==> config.mk <==
export PLATFORM = sky130hd
export DESIGN_NAME = key_value_text_tokenizer_top
export DESIGN_NICKNAME = d
export VERILOG_FILES = /design/src/rtl/core/kvt_pkg.sv /design/src/rtl/core/key_value_text_tokenizer_top.sv
export SDC_FILE = /design/constraint.sdc
export NUM_CORES = 1
export LEC_CHECK = 0
export BUFFER_PORTS_ARGS = -buffer_cell sky130_fd_sc_hd__buf_2
export CORE_MARGIN = 3
export CORE_UTILIZATION = 39
export CTS_BUF_LIST = sky130_fd_sc_hd__clkbuf_2
export DETAILED_ROUTE_END_ITERATION = 7
export MAX_ROUTING_LAYER = met4
export PLACE_DENSITY = 0.67
export SLEW_MARGIN = 10
export SYNTH_ARGS = -nofsm -noshare
export SYNTH_HDL_FRONTEND = slang
export SYNTH_SLANG_ARGS = --single-unit
==> constraint.sdc <==
create_clock -name clk -period 3.7 [get_ports clk]
set_input_delay 0.74 -clock clk [delete_from_list [all_inputs] [get_ports clk]]
set_output_delay 0.74 -clock clk [all_outputs]
set_load 0.02 [all_outputs]
==> src/rtl/core/kvt_pkg.sv <==
// Package with token kinds and the token record of the key/value text tokenizer.
package kvt_pkg;

  localparam int FIELD_BITS = 16;
  localparam int KIND_BITS  = 4;

  typedef enum logic [KIND_BITS-1:0] {
    KIND_LCURLY  = 4'd0,
    KIND_RCURLY  = 4'd1,
    KIND_EQUAL   = 4'd2,
    KIND_STRING  = 4'd3,
    KIND_INTEGER = 4'd4,
    KIND_REAL    = 4'd5,
    KIND_IDENT   = 4'd6,
    KIND_TRUE    = 4'd7,
    KIND_FALSE   = 4'd8,
    KIND_EOF     = 4'd9,
    KIND_UNKNOWN = 4'd10,
    KIND_UNTERM  = 4'd11,
    KIND_BADNUM  = 4'd12
  } token_kind_t;

  typedef struct packed {
    token_kind_t           kind;
    logic [FIELD_BITS-1:0] line;
    logic [FIELD_BITS-1:0] length;
    logic [FIELD_BITS-1:0] start;
  } token_t;

endpackage

==> src/rtl/core/key_value_text_tokenizer_top.sv <==
// Top level of the key/value text tokenizer: scanner state and result buffer.
//
// The tokenizer takes one source byte (or the end marker) per cycle, unless the input is
// held off, and turns it into zero to three tokens. The scanner state updates in the cycle a
// byte is accepted and the tokens that byte completes are written to a three-entry result
// buffer, which drains one token per cycle while the output is ready. While the output is
// ready, a byte that completes at most one token therefore does not hold the input; a byte
// that completes two or three tokens (a word or number ended directly by a bracket, an
// equals sign or an unknown byte, a number whose dot has no digit after it, or the end
// marker after a pending token) holds the input while the buffer drains. A new byte is
// taken while the last buffered token is being delivered. After the end marker all scanner
// state returns to its reset values and the next byte starts a new source.
module key_value_text_tokenizer_top #(
  parameter int POSITION_BITS = 16,
  parameter int LINE_BITS     = 16
) (
  input  logic        clk,
  input  logic        rst,
  input  logic        s_axis_tvalid,
  output logic        s_axis_tready,
  input  logic [7:0]  s_axis_tdata,   // byte_req
  input  logic [0:0]  s_axis_tuser,   // op
  output logic        m_axis_tvalid,
  input  logic        m_axis_tready,
  output logic [47:0] m_axis_tdata,   // token_start, token_length, line_number
  output logic [3:0]  m_axis_tuser,   // token_kind
  output logic        m_axis_tlast
);

  localparam logic [7:0] CH_LCURLY = 8'h7B;
  localparam logic [7:0] CH_RCURLY = 8'h7D;
  localparam logic [7:0] CH_EQUAL  = 8'h3D;
  localparam logic [7:0] CH_QUOTE  = 8'h22;
  localparam logic [7:0] CH_DOT    = 8'h2E;
  localparam logic [7:0] CH_UNDER  = 8'h5F;
  localparam logic [7:0] CH_NL     = 8'h0A;
  localparam logic [7:0] CH_SPACE  = 8'h20;
  localparam logic [7:0] CH_TAB    = 8'h09;
  localparam logic [7:0] CH_CR     = 8'h0D;

  typedef enum logic [5:0] {
    MODE_IDLE   = 6'b000001,
    MODE_STRING = 6'b000010,
    MODE_IDENT  = 6'b000100,
    MODE_NUMBER = 6'b001000,
    MODE_NUMDOT = 6'b010000,
    MODE_REAL   = 6'b100000
  } mode_t;

  typedef logic [kvt_pkg::FIELD_BITS-1:0] field_t;

  mode_t                  scan_mode, scan_mode_next;
  logic [POSITION_BITS-1:0] byte_position, byte_position_next;
  logic [POSITION_BITS-1:0] token_begin, token_begin_next;
  logic [POSITION_BITS-1:0] dot_at, dot_at_next;
  logic [LINE_BITS-1:0]   line_count, line_count_next;
  logic [2:0]             ident_chars_seen, ident_chars_seen_next;
  logic [1:0]             keyword_match_flags, keyword_match_flags_next;

  kvt_pkg::token_t        result_slot [3];
  logic [1:0]             result_count;

  kvt_pkg::token_t        tok_list [3];
  logic [1:0]             tok_count;

  logic       is_end, accept, take;
  logic       is_digit, is_alpha, rescan;
  logic [7:0] c;
  logic [LINE_BITS-1:0] line_inc;
  field_t     at16, line16, str_start16, str_len16, num_len16, dot16, bad_len16;
  kvt_pkg::token_t ident_tok;

  function automatic field_t pos16(input logic [POSITION_BITS-1:0] v);
    logic [31:0] w;
    w = 32'(v);
    return w[kvt_pkg::FIELD_BITS-1:0];
  endfunction

  function automatic field_t diff16(input logic [POSITION_BITS-1:0] a,
                                    input logic [POSITION_BITS-1:0] b,
                                    input logic                     minus_one);
    logic [31:0] w;
    w = 32'(a) - 32'(b) - 32'(minus_one);
    return w[kvt_pkg::FIELD_BITS-1:0];
  endfunction

  function automatic logic true_ok(input logic [2:0] i, input logic [7:0] ch);
    logic ok;
    case (i)
      3'd0:    ok = (ch == "t");
      3'd1:    ok = (ch == "r");
      3'd2:    ok = (ch == "u");
      3'd3:    ok = (ch == "e");
      default: ok = 1'b0;
    endcase
    return ok;
  endfunction

  function automatic logic false_ok(input logic [2:0] i, input logic [7:0] ch);
    logic ok;
    case (i)
      3'd0:    ok = (ch == "f");
      3'd1:    ok = (ch == "a");
      3'd2:    ok = (ch == "l");
      3'd3:    ok = (ch == "s");
      3'd4:    ok = (ch == "e");
      default: ok = 1'b0;
    endcase
    return ok;
  endfunction

  function automatic kvt_pkg::token_t make_tok(input kvt_pkg::token_kind_t kind,
                                               input field_t start,
                                               input field_t length,
                                               input field_t line);
    kvt_pkg::token_t t;
    t.kind   = kind;
    t.start  = start;
    t.length = length;
    t.line   = line;
    return t;
  endfunction

  assign c        = s_axis_tdata;
  assign is_end   = s_axis_tuser[0];
  assign take     = m_axis_tvalid && m_axis_tready;
  assign s_axis_tready = (result_count == 2'd0) || ((result_count == 2'd1) && m_axis_tready);
  assign accept   = s_axis_tvalid && s_axis_tready;

  assign is_digit = (c >= "0") && (c <= "9");
  assign is_alpha = ((c >= "a") && (c <= "z")) || ((c >= "A") && (c <= "Z")) ||
                    (c == CH_UNDER);

  assign line_inc = (line_count != '1) ? line_count + 1'b1 : line_count;

  always_comb begin
    logic [31:0] lw;
    lw          = 32'(line_count);
    line16      = lw[kvt_pkg::FIELD_BITS-1:0];
    at16        = pos16(byte_position);
    dot16       = pos16(dot_at);
    str_start16 = pos16(token_begin) + 1'b1;
    str_len16   = diff16(byte_position, token_begin, 1'b1);
    num_len16   = diff16(byte_position, token_begin, 1'b0);
    bad_len16   = diff16(dot_at, token_begin, 1'b0);
  end

  always_comb begin
    if (keyword_match_flags[0] && (ident_chars_seen == 3'd4)) begin
      ident_tok = make_tok(kvt_pkg::KIND_TRUE, pos16(token_begin), '0, line16);
    end else if (keyword_match_flags[1] && (ident_chars_seen == 3'd5)) begin
      ident_tok = make_tok(kvt_pkg::KIND_FALSE, pos16(token_begin), '0, line16);
    end else begin
      ident_tok = make_tok(kvt_pkg::KIND_IDENT, pos16(token_begin), num_len16, line16);
    end
  end

  always_comb begin
    tok_list[0] = '0;
    tok_list[1] = '0;
    tok_list[2] = '0;
    tok_count   = 2'd0;
    rescan      = 1'b0;
    scan_mode_next           = scan_mode;
    byte_position_next       = (byte_position != '1) ? byte_position + 1'b1 : byte_position;
    token_begin_next         = token_begin;
    dot_at_next              = dot_at;
    line_count_next          = line_count;
    ident_chars_seen_next    = ident_chars_seen;
    keyword_match_flags_next = keyword_match_flags;

    if (is_end) begin
      case (scan_mode)
        MODE_STRING: begin
          tok_list[tok_count] = make_tok(kvt_pkg::KIND_UNTERM, str_start16, str_len16, line16);
          tok_count = tok_count + 2'd1;
        end
        MODE_IDENT: begin
          tok_list[tok_count] = ident_tok;
          tok_count = tok_count + 2'd1;
        end
        MODE_NUMBER: begin
          tok_list[tok_count] = make_tok(kvt_pkg::KIND_INTEGER, pos16(token_begin),
                                         num_len16, line16);
          tok_count = tok_count + 2'd1;
        end
        MODE_NUMDOT: begin
          tok_list[tok_count] = make_tok(kvt_pkg::KIND_BADNUM, pos16(token_begin),
                                         bad_len16, line16);
          tok_count = tok_count + 2'd1;
          tok_list[tok_count] = make_tok(kvt_pkg::KIND_UNKNOWN, dot16, 16'd1, line16);
          tok_count = tok_count + 2'd1;
        end
        MODE_REAL: begin
          tok_list[tok_count] = make_tok(kvt_pkg::KIND_REAL, pos16(token_begin),
                                         num_len16, line16);
          tok_count = tok_count + 2'd1;
        end
        default: begin
        end
      endcase
      tok_list[tok_count] = make_tok(kvt_pkg::KIND_EOF, at16, '0, line16);
      tok_count = tok_count + 2'd1;
      scan_mode_next           = MODE_IDLE;
      byte_position_next       = '0;
      token_begin_next         = '0;
      dot_at_next              = '0;
      line_count_next          = LINE_BITS'(1);
      ident_chars_seen_next    = 3'd0;
      keyword_match_flags_next = 2'b11;
    end else begin
      case (scan_mode)
        MODE_STRING: begin
          if (c == CH_QUOTE) begin
            tok_list[tok_count] = make_tok(kvt_pkg::KIND_STRING, str_start16, str_len16,
                                           line16);
            tok_count = tok_count + 2'd1;
            scan_mode_next = MODE_IDLE;
          end else if (c == CH_NL) begin
            line_count_next = line_inc;
          end
        end
        MODE_IDENT: begin
          if (is_alpha || is_digit) begin
            keyword_match_flags_next = keyword_match_flags &
              {false_ok(ident_chars_seen, c), true_ok(ident_chars_seen, c)};
            ident_chars_seen_next = (ident_chars_seen != 3'd7) ? ident_chars_seen + 3'd1
                                                                : ident_chars_seen;
          end else begin
            tok_list[tok_count] = ident_tok;
            tok_count = tok_count + 2'd1;
            rescan = 1'b1;
          end
        end
        MODE_NUMBER: begin
          if (is_digit) begin
          end else if (c == CH_DOT) begin
            dot_at_next    = byte_position;
            scan_mode_next = MODE_NUMDOT;
          end else begin
            tok_list[tok_count] = make_tok(kvt_pkg::KIND_INTEGER, pos16(token_begin),
                                           num_len16, line16);
            tok_count = tok_count + 2'd1;
            rescan = 1'b1;
          end
        end
        MODE_NUMDOT: begin
          if (is_digit) begin
            scan_mode_next = MODE_REAL;
          end else begin
            tok_list[tok_count] = make_tok(kvt_pkg::KIND_BADNUM, pos16(token_begin),
                                           bad_len16, line16);
            tok_count = tok_count + 2'd1;
            tok_list[tok_count] = make_tok(kvt_pkg::KIND_UNKNOWN, dot16, 16'd1, line16);
            tok_count = tok_count + 2'd1;
            rescan = 1'b1;
          end
        end
        MODE_REAL: begin
          if (!is_digit) begin
            tok_list[tok_count] = make_tok(kvt_pkg::KIND_REAL, pos16(token_begin),
                                           num_len16, line16);
            tok_count = tok_count + 2'd1;
            rescan = 1'b1;
          end
        end
        default: begin
          rescan = 1'b1;
        end
      endcase

      if (rescan) begin
        scan_mode_next   = MODE_IDLE;
        token_begin_next = byte_position;
        case (c)
          CH_LCURLY: begin
            tok_list[tok_count] = make_tok(kvt_pkg::KIND_LCURLY, at16, '0, line16);
            tok_count = tok_count + 2'd1;
          end
          CH_RCURLY: begin
            tok_list[tok_count] = make_tok(kvt_pkg::KIND_RCURLY, at16, '0, line16);
            tok_count = tok_count + 2'd1;
          end
          CH_EQUAL: begin
            tok_list[tok_count] = make_tok(kvt_pkg::KIND_EQUAL, at16, '0, line16);
            tok_count = tok_count + 2'd1;
          end
          CH_QUOTE: begin
            scan_mode_next = MODE_STRING;
          end
          CH_SPACE, CH_TAB, CH_CR: begin
          end
          CH_NL: begin
            line_count_next = line_inc;
          end
          default: begin
            if (is_digit) begin
              scan_mode_next = MODE_NUMBER;
            end else if (is_alpha) begin
              scan_mode_next           = MODE_IDENT;
              ident_chars_seen_next    = 3'd1;
              keyword_match_flags_next = {false_ok(3'd0, c), true_ok(3'd0, c)};
            end else begin
              tok_list[tok_count] = make_tok(kvt_pkg::KIND_UNKNOWN, at16, 16'd1, line16);
              tok_count = tok_count + 2'd1;
            end
          end
        endcase
      end
    end
  end

  always_ff @(posedge clk) begin
    if (rst) begin
      scan_mode           <= MODE_IDLE;
      byte_position       <= '0;
      token_begin         <= '0;
      dot_at              <= '0;
      line_count          <= LINE_BITS'(1);
      ident_chars_seen    <= 3'd0;
      keyword_match_flags <= 2'b11;
      result_count        <= 2'd0;
    end else if (accept) begin
      scan_mode           <= scan_mode_next;
      byte_position       <= byte_position_next;
      token_begin         <= token_begin_next;
      dot_at              <= dot_at_next;
      line_count          <= line_count_next;
      ident_chars_seen    <= ident_chars_seen_next;
      keyword_match_flags <= keyword_match_flags_next;
      result_count        <= tok_count;
    end else if (take) begin
      result_count        <= result_count - 2'd1;
    end
  end

  always_ff @(posedge clk) begin
    if (accept) begin
      result_slot[0] <= tok_list[0];
      result_slot[1] <= tok_list[1];
      result_slot[2] <= tok_list[2];
    end else if (take) begin
      result_slot[0] <= result_slot[1];
      result_slot[1] <= result_slot[2];
    end
  end

  assign m_axis_tvalid = (result_count != 2'd0);
  assign m_axis_tlast  = (result_count == 2'd1);
  assign m_axis_tuser  = result_slot[0].kind;
  assign m_axis_tdata  = {result_slot[0].line, result_slot[0].length, result_slot[0].start};

endmodule

==> impl_results.md <==
- Failing checks: DRC
- Status: finished, violations left
- Fin crit share: 95.77%
- Global placement routability congestion: 0.9491
- Row cnt: 67
- Setup slack, reg-to-reg: 0.16 ns
- Sink Count: 201
- Final min period: 3.543 ns
- Htree depth: 2
- DRT Pass-1 Iters: 8
- Clk buf depth: 3
- Post-synth EDFFs: 124
- Clock transition at path regs: 0.10 ns
- Setup TNS: 0 ns
- # DRC: 5
- Worst Clk Skew: 0.06146 ns
- Routed met2 length: 18310 microns
- CTS root buffer: clkbuf_2
- Placed cell count: 2035
- Hold Path Class: in -> reg
- Yosys warns: 0
- Routed Antenna Nets: 0
- Hold buffers post-CTS: 0
- Final Total Pwr: 5.307 mW
- Initial core utilization: 39.78%
- Via count: 12564
- Top FF cell, synth: edfxtp_1
- Share of cells above drive strength 1: 19.83%
- FF+latch count, synth: 201
- Max Slew Vio Count: 0
- R2R cell count: 11
- Cell Area, Synth: 13440 sq um
- Setup violators final: 0
- Worst Hold Launch: rst
- Port bufs: 67
- Share of power burned in registers: 50.6%
- Finished Layout Cells: 2133
- Crit end category: flip-flop
- Max Cap Viol: 0
- CP Cell Sequence: inv_1, ha_1, a21o_1, nor3b_1, o32ai_2, or4b_2, o2111ai_1, buf_4, xnor2_1, o21ai_0, a32o_1
- P per Cell Area: 348.4 nW/um^2
- Synthesized net count: 1609
- Initial antenna violation count: 1
- CTS tree: yes
- Hold endpoint: scan_mode[0]
- Cell count after synthesis: 1547
- RSZ-0062 raised after global routing: no
- Leak: 5.900 nW
- Post-CTS setup buffer count: 0
- Die Area: 36720 sq um
- Die extent in x: 191.6 microns
- FMAX: 282.2 MHz
- Final Core Density: 45.08%
- RR Endpoint: result_slot[0][30]
- Vias in the first global route: 11756
- Net Switching: 1.658 mW
- Total GRT Usage: 23.24%
- IO Count: 68
- Logic pwr share: 17.4%
- Startpoint Class: flip-flop
- Final hold viol count: 0
- Drt via density: 5.890
- CP Class: reg -> reg
- WP data required: 4.29 ns
- Reg2reg start: token_begin[2]
- WP data arrival: 4.14 ns
- Max_slew headroom: 43.70%
- Largest net degree at the start of global routing: 49
- Clock latency on the worst-skew pair: 0.88 ns
- M1 WL: 18960 microns
- Final WL: 42620 microns
- Sequential fraction of the synthesis area: 39.18%
- First-pass GRT wire length: 65390 microns
- Switching Fraction: 31.24%
- Initial DRC Count: 1626
- Async set-or-reset flop fraction in the synthesized netlist: 0%
- Netlist cell types: 86
- Layout net count: 1704
- Max VDD drop: 149.9 uV
- CP max stage cell: or4b_2
- Post-detailed-route wirelength per cell: 19.98 microns
- Layout area overhead: 13.33%
- Least-Margin Pin Slew: 0.8445 ns
- Core footprint: 33780 sq um
- Internal power: 3.649 mW
- Clk pwr share: 32.0%
- DR WL met3: 4245 microns
- DPL Wire Length: 30520 microns
- Avg Cell Area, Syn: 8.687 sq um
- Hold Path Stages: 3
- Max layer used: met4
- Crit-path max cell delay: 0.62 ns
- Die Ht: 191.6 microns
- Critical path peak fanout: 10
- Inserted Clock Buffers: 53
- GR Overflow Total: 0
worst max path at each step:
stage | startpoint | to | slack (ns) | cells past startpoint
final | token_begin[2] | result_slot[0][30] | 0.16 | 11
after global routing | token_begin[2] | result_slot[0][28] | 0.002 | 11
after CTS | at16[0] | result_slot[0][31] | 0.01 | 13
after detailed placement | s_axis_tdata[6] | result_slot[0][7] | -0.19 | 13
after global placement | s_axis_tdata[6] | result_slot[0][54] | -0.16 | 13
after floorplan | s_axis_tdata[6] | result_slot[0][60] | 0.02 | 12
through the flow:
stage | cell area (sq um) | setup slack (ns) | hold WS (ns)
6_report | 15230 | 0.1567 | 0.2975
4_1_cts | 15180 | 0.01340 | 0.1942
5_1_grt | 15230 | 0.002412 | 0.2306
2_1_floorplan | 13440 | 0.01599 | 0.4533
3_3_place_gp | 14650 | -0.1586 | 0.4684
3_5_place_dp | 14650 | -0.1913 | 0.4731
layout make-up:
class	instances	area, sq um
diodes	1	2.502
clock buffers	81	405.4
clock inverters	16	126.4
fillers	3278	18550
inverters	41	153.9
multi-input cells	1142	7236
flip-flops and latches	201	5265
well taps	448	560.5
repair buffers	203	1481
cell families after synthesis:
kind of cell,count (synthesis),synth area share (%)
AO/OA/AOI/OAI,476,24.28
buffers and inverters,204,7.513
AND/OR/NAND/NOR,559,20.57
multiplexers,1,0.07448
flip-flops,201,39.18
XOR/XNOR,57,3.715
adder cells (fa/ha/maj),49,4.674
power by group through the flow:
| stage | clock network [mW] | logic, mW | registers (mW) |
|---|---|---|---|
| 6_report | 1.70 | 0.924 | 2.68 |
| 2_1_floorplan | 0 | 0.682 | 2.72 |
| 3_3_place_gp | 0 | 0.907 | 2.73 |
| 4_1_cts | 1.75 | 0.920 | 2.69 |
| 5_1_grt | 1.86 | 0.998 | 2.70 |
| 3_5_place_dp | 0 | 0.920 | 2.74 |
cells in the mapped netlist (44+ instances only):
master | instances | area [sq um]
nor2_1 | 185 | 694.4
a21oi_1 | 134 | 670.6
edfxtp_1 | 124 | 3724
nand2_1 | 109 | 409.1
clkbuf_1 | 86 | 322.8
o21ai_0 | 82 | 410.4
dfxtp_1 | 77 | 1541
nand3_1 | 62 | 310.3
buf_4 | 55 | 412.9
a22o_1 | 50 | 437.9
ha_1 | 47 | 588.1
and2_1 | 44 | 275.3
placed cells by master, fill, tap and decap left out, drive strengths merged, types with 5 or more instances in the layout:
master / n
a211oi: 5
a222oi: 28
a21o: 10
a31oi: 11
dfxtp: 77
edfxtp: 124
nor2: 185
nor3b: 12
a41oi: 5
nand2: 110
xnor2: 25
nand3: 62
o21ai: 89
and4: 7
buf: 203
nor2b: 12
and3: 15
nor4: 8
ha: 47
o21a: 8
a21oi: 137
o31ai: 22
or2: 6
xor2: 32
a22oi: 33
or3: 7
inv: 41
and2: 45
clkbuf: 81
nor3: 42
a22o: 50
nand4: 19
a221oi: 11
nand2b: 12
o22ai: 21
clkinv: 14
o211ai: 7
worst max-delay path, delay by kind of cell (launching register included):
family                   cells  cell delay (ns)
AO/OA/AOI/OAI                5             1.01
adder cells (fa/ha/maj)      1             0.41
buffers and inverters        2             0.32
XOR/XNOR                     1             0.12
flip-flops                   1             0.50
AND/OR/NAND/NOR              2             0.92
flip-flops by register name (all words and copies together), names as in the netlist:
signal               cells
dot16                   16
scan_mode                6
result_count             2
line16                  16
ident_chars_seen         3
result_slot            124
keyword_match_flags      2
token_begin             16
at16                    16
layer usage:
metal / track usage (%) / vias to the layer above
li1: - / 5923
met1: 32.11 / 5908
met2: 33.55 / 640
met3: 5.384 / 93
met4: 7.875 / 0
met5: - / -
timing repair:
item	4_1_cts	5_1_grt
setup endpoints to repair	0	26
resized for setup	0	9
hold endpoints to repair	0	0
No activity file was read; power rests on OpenSTA's default activity.
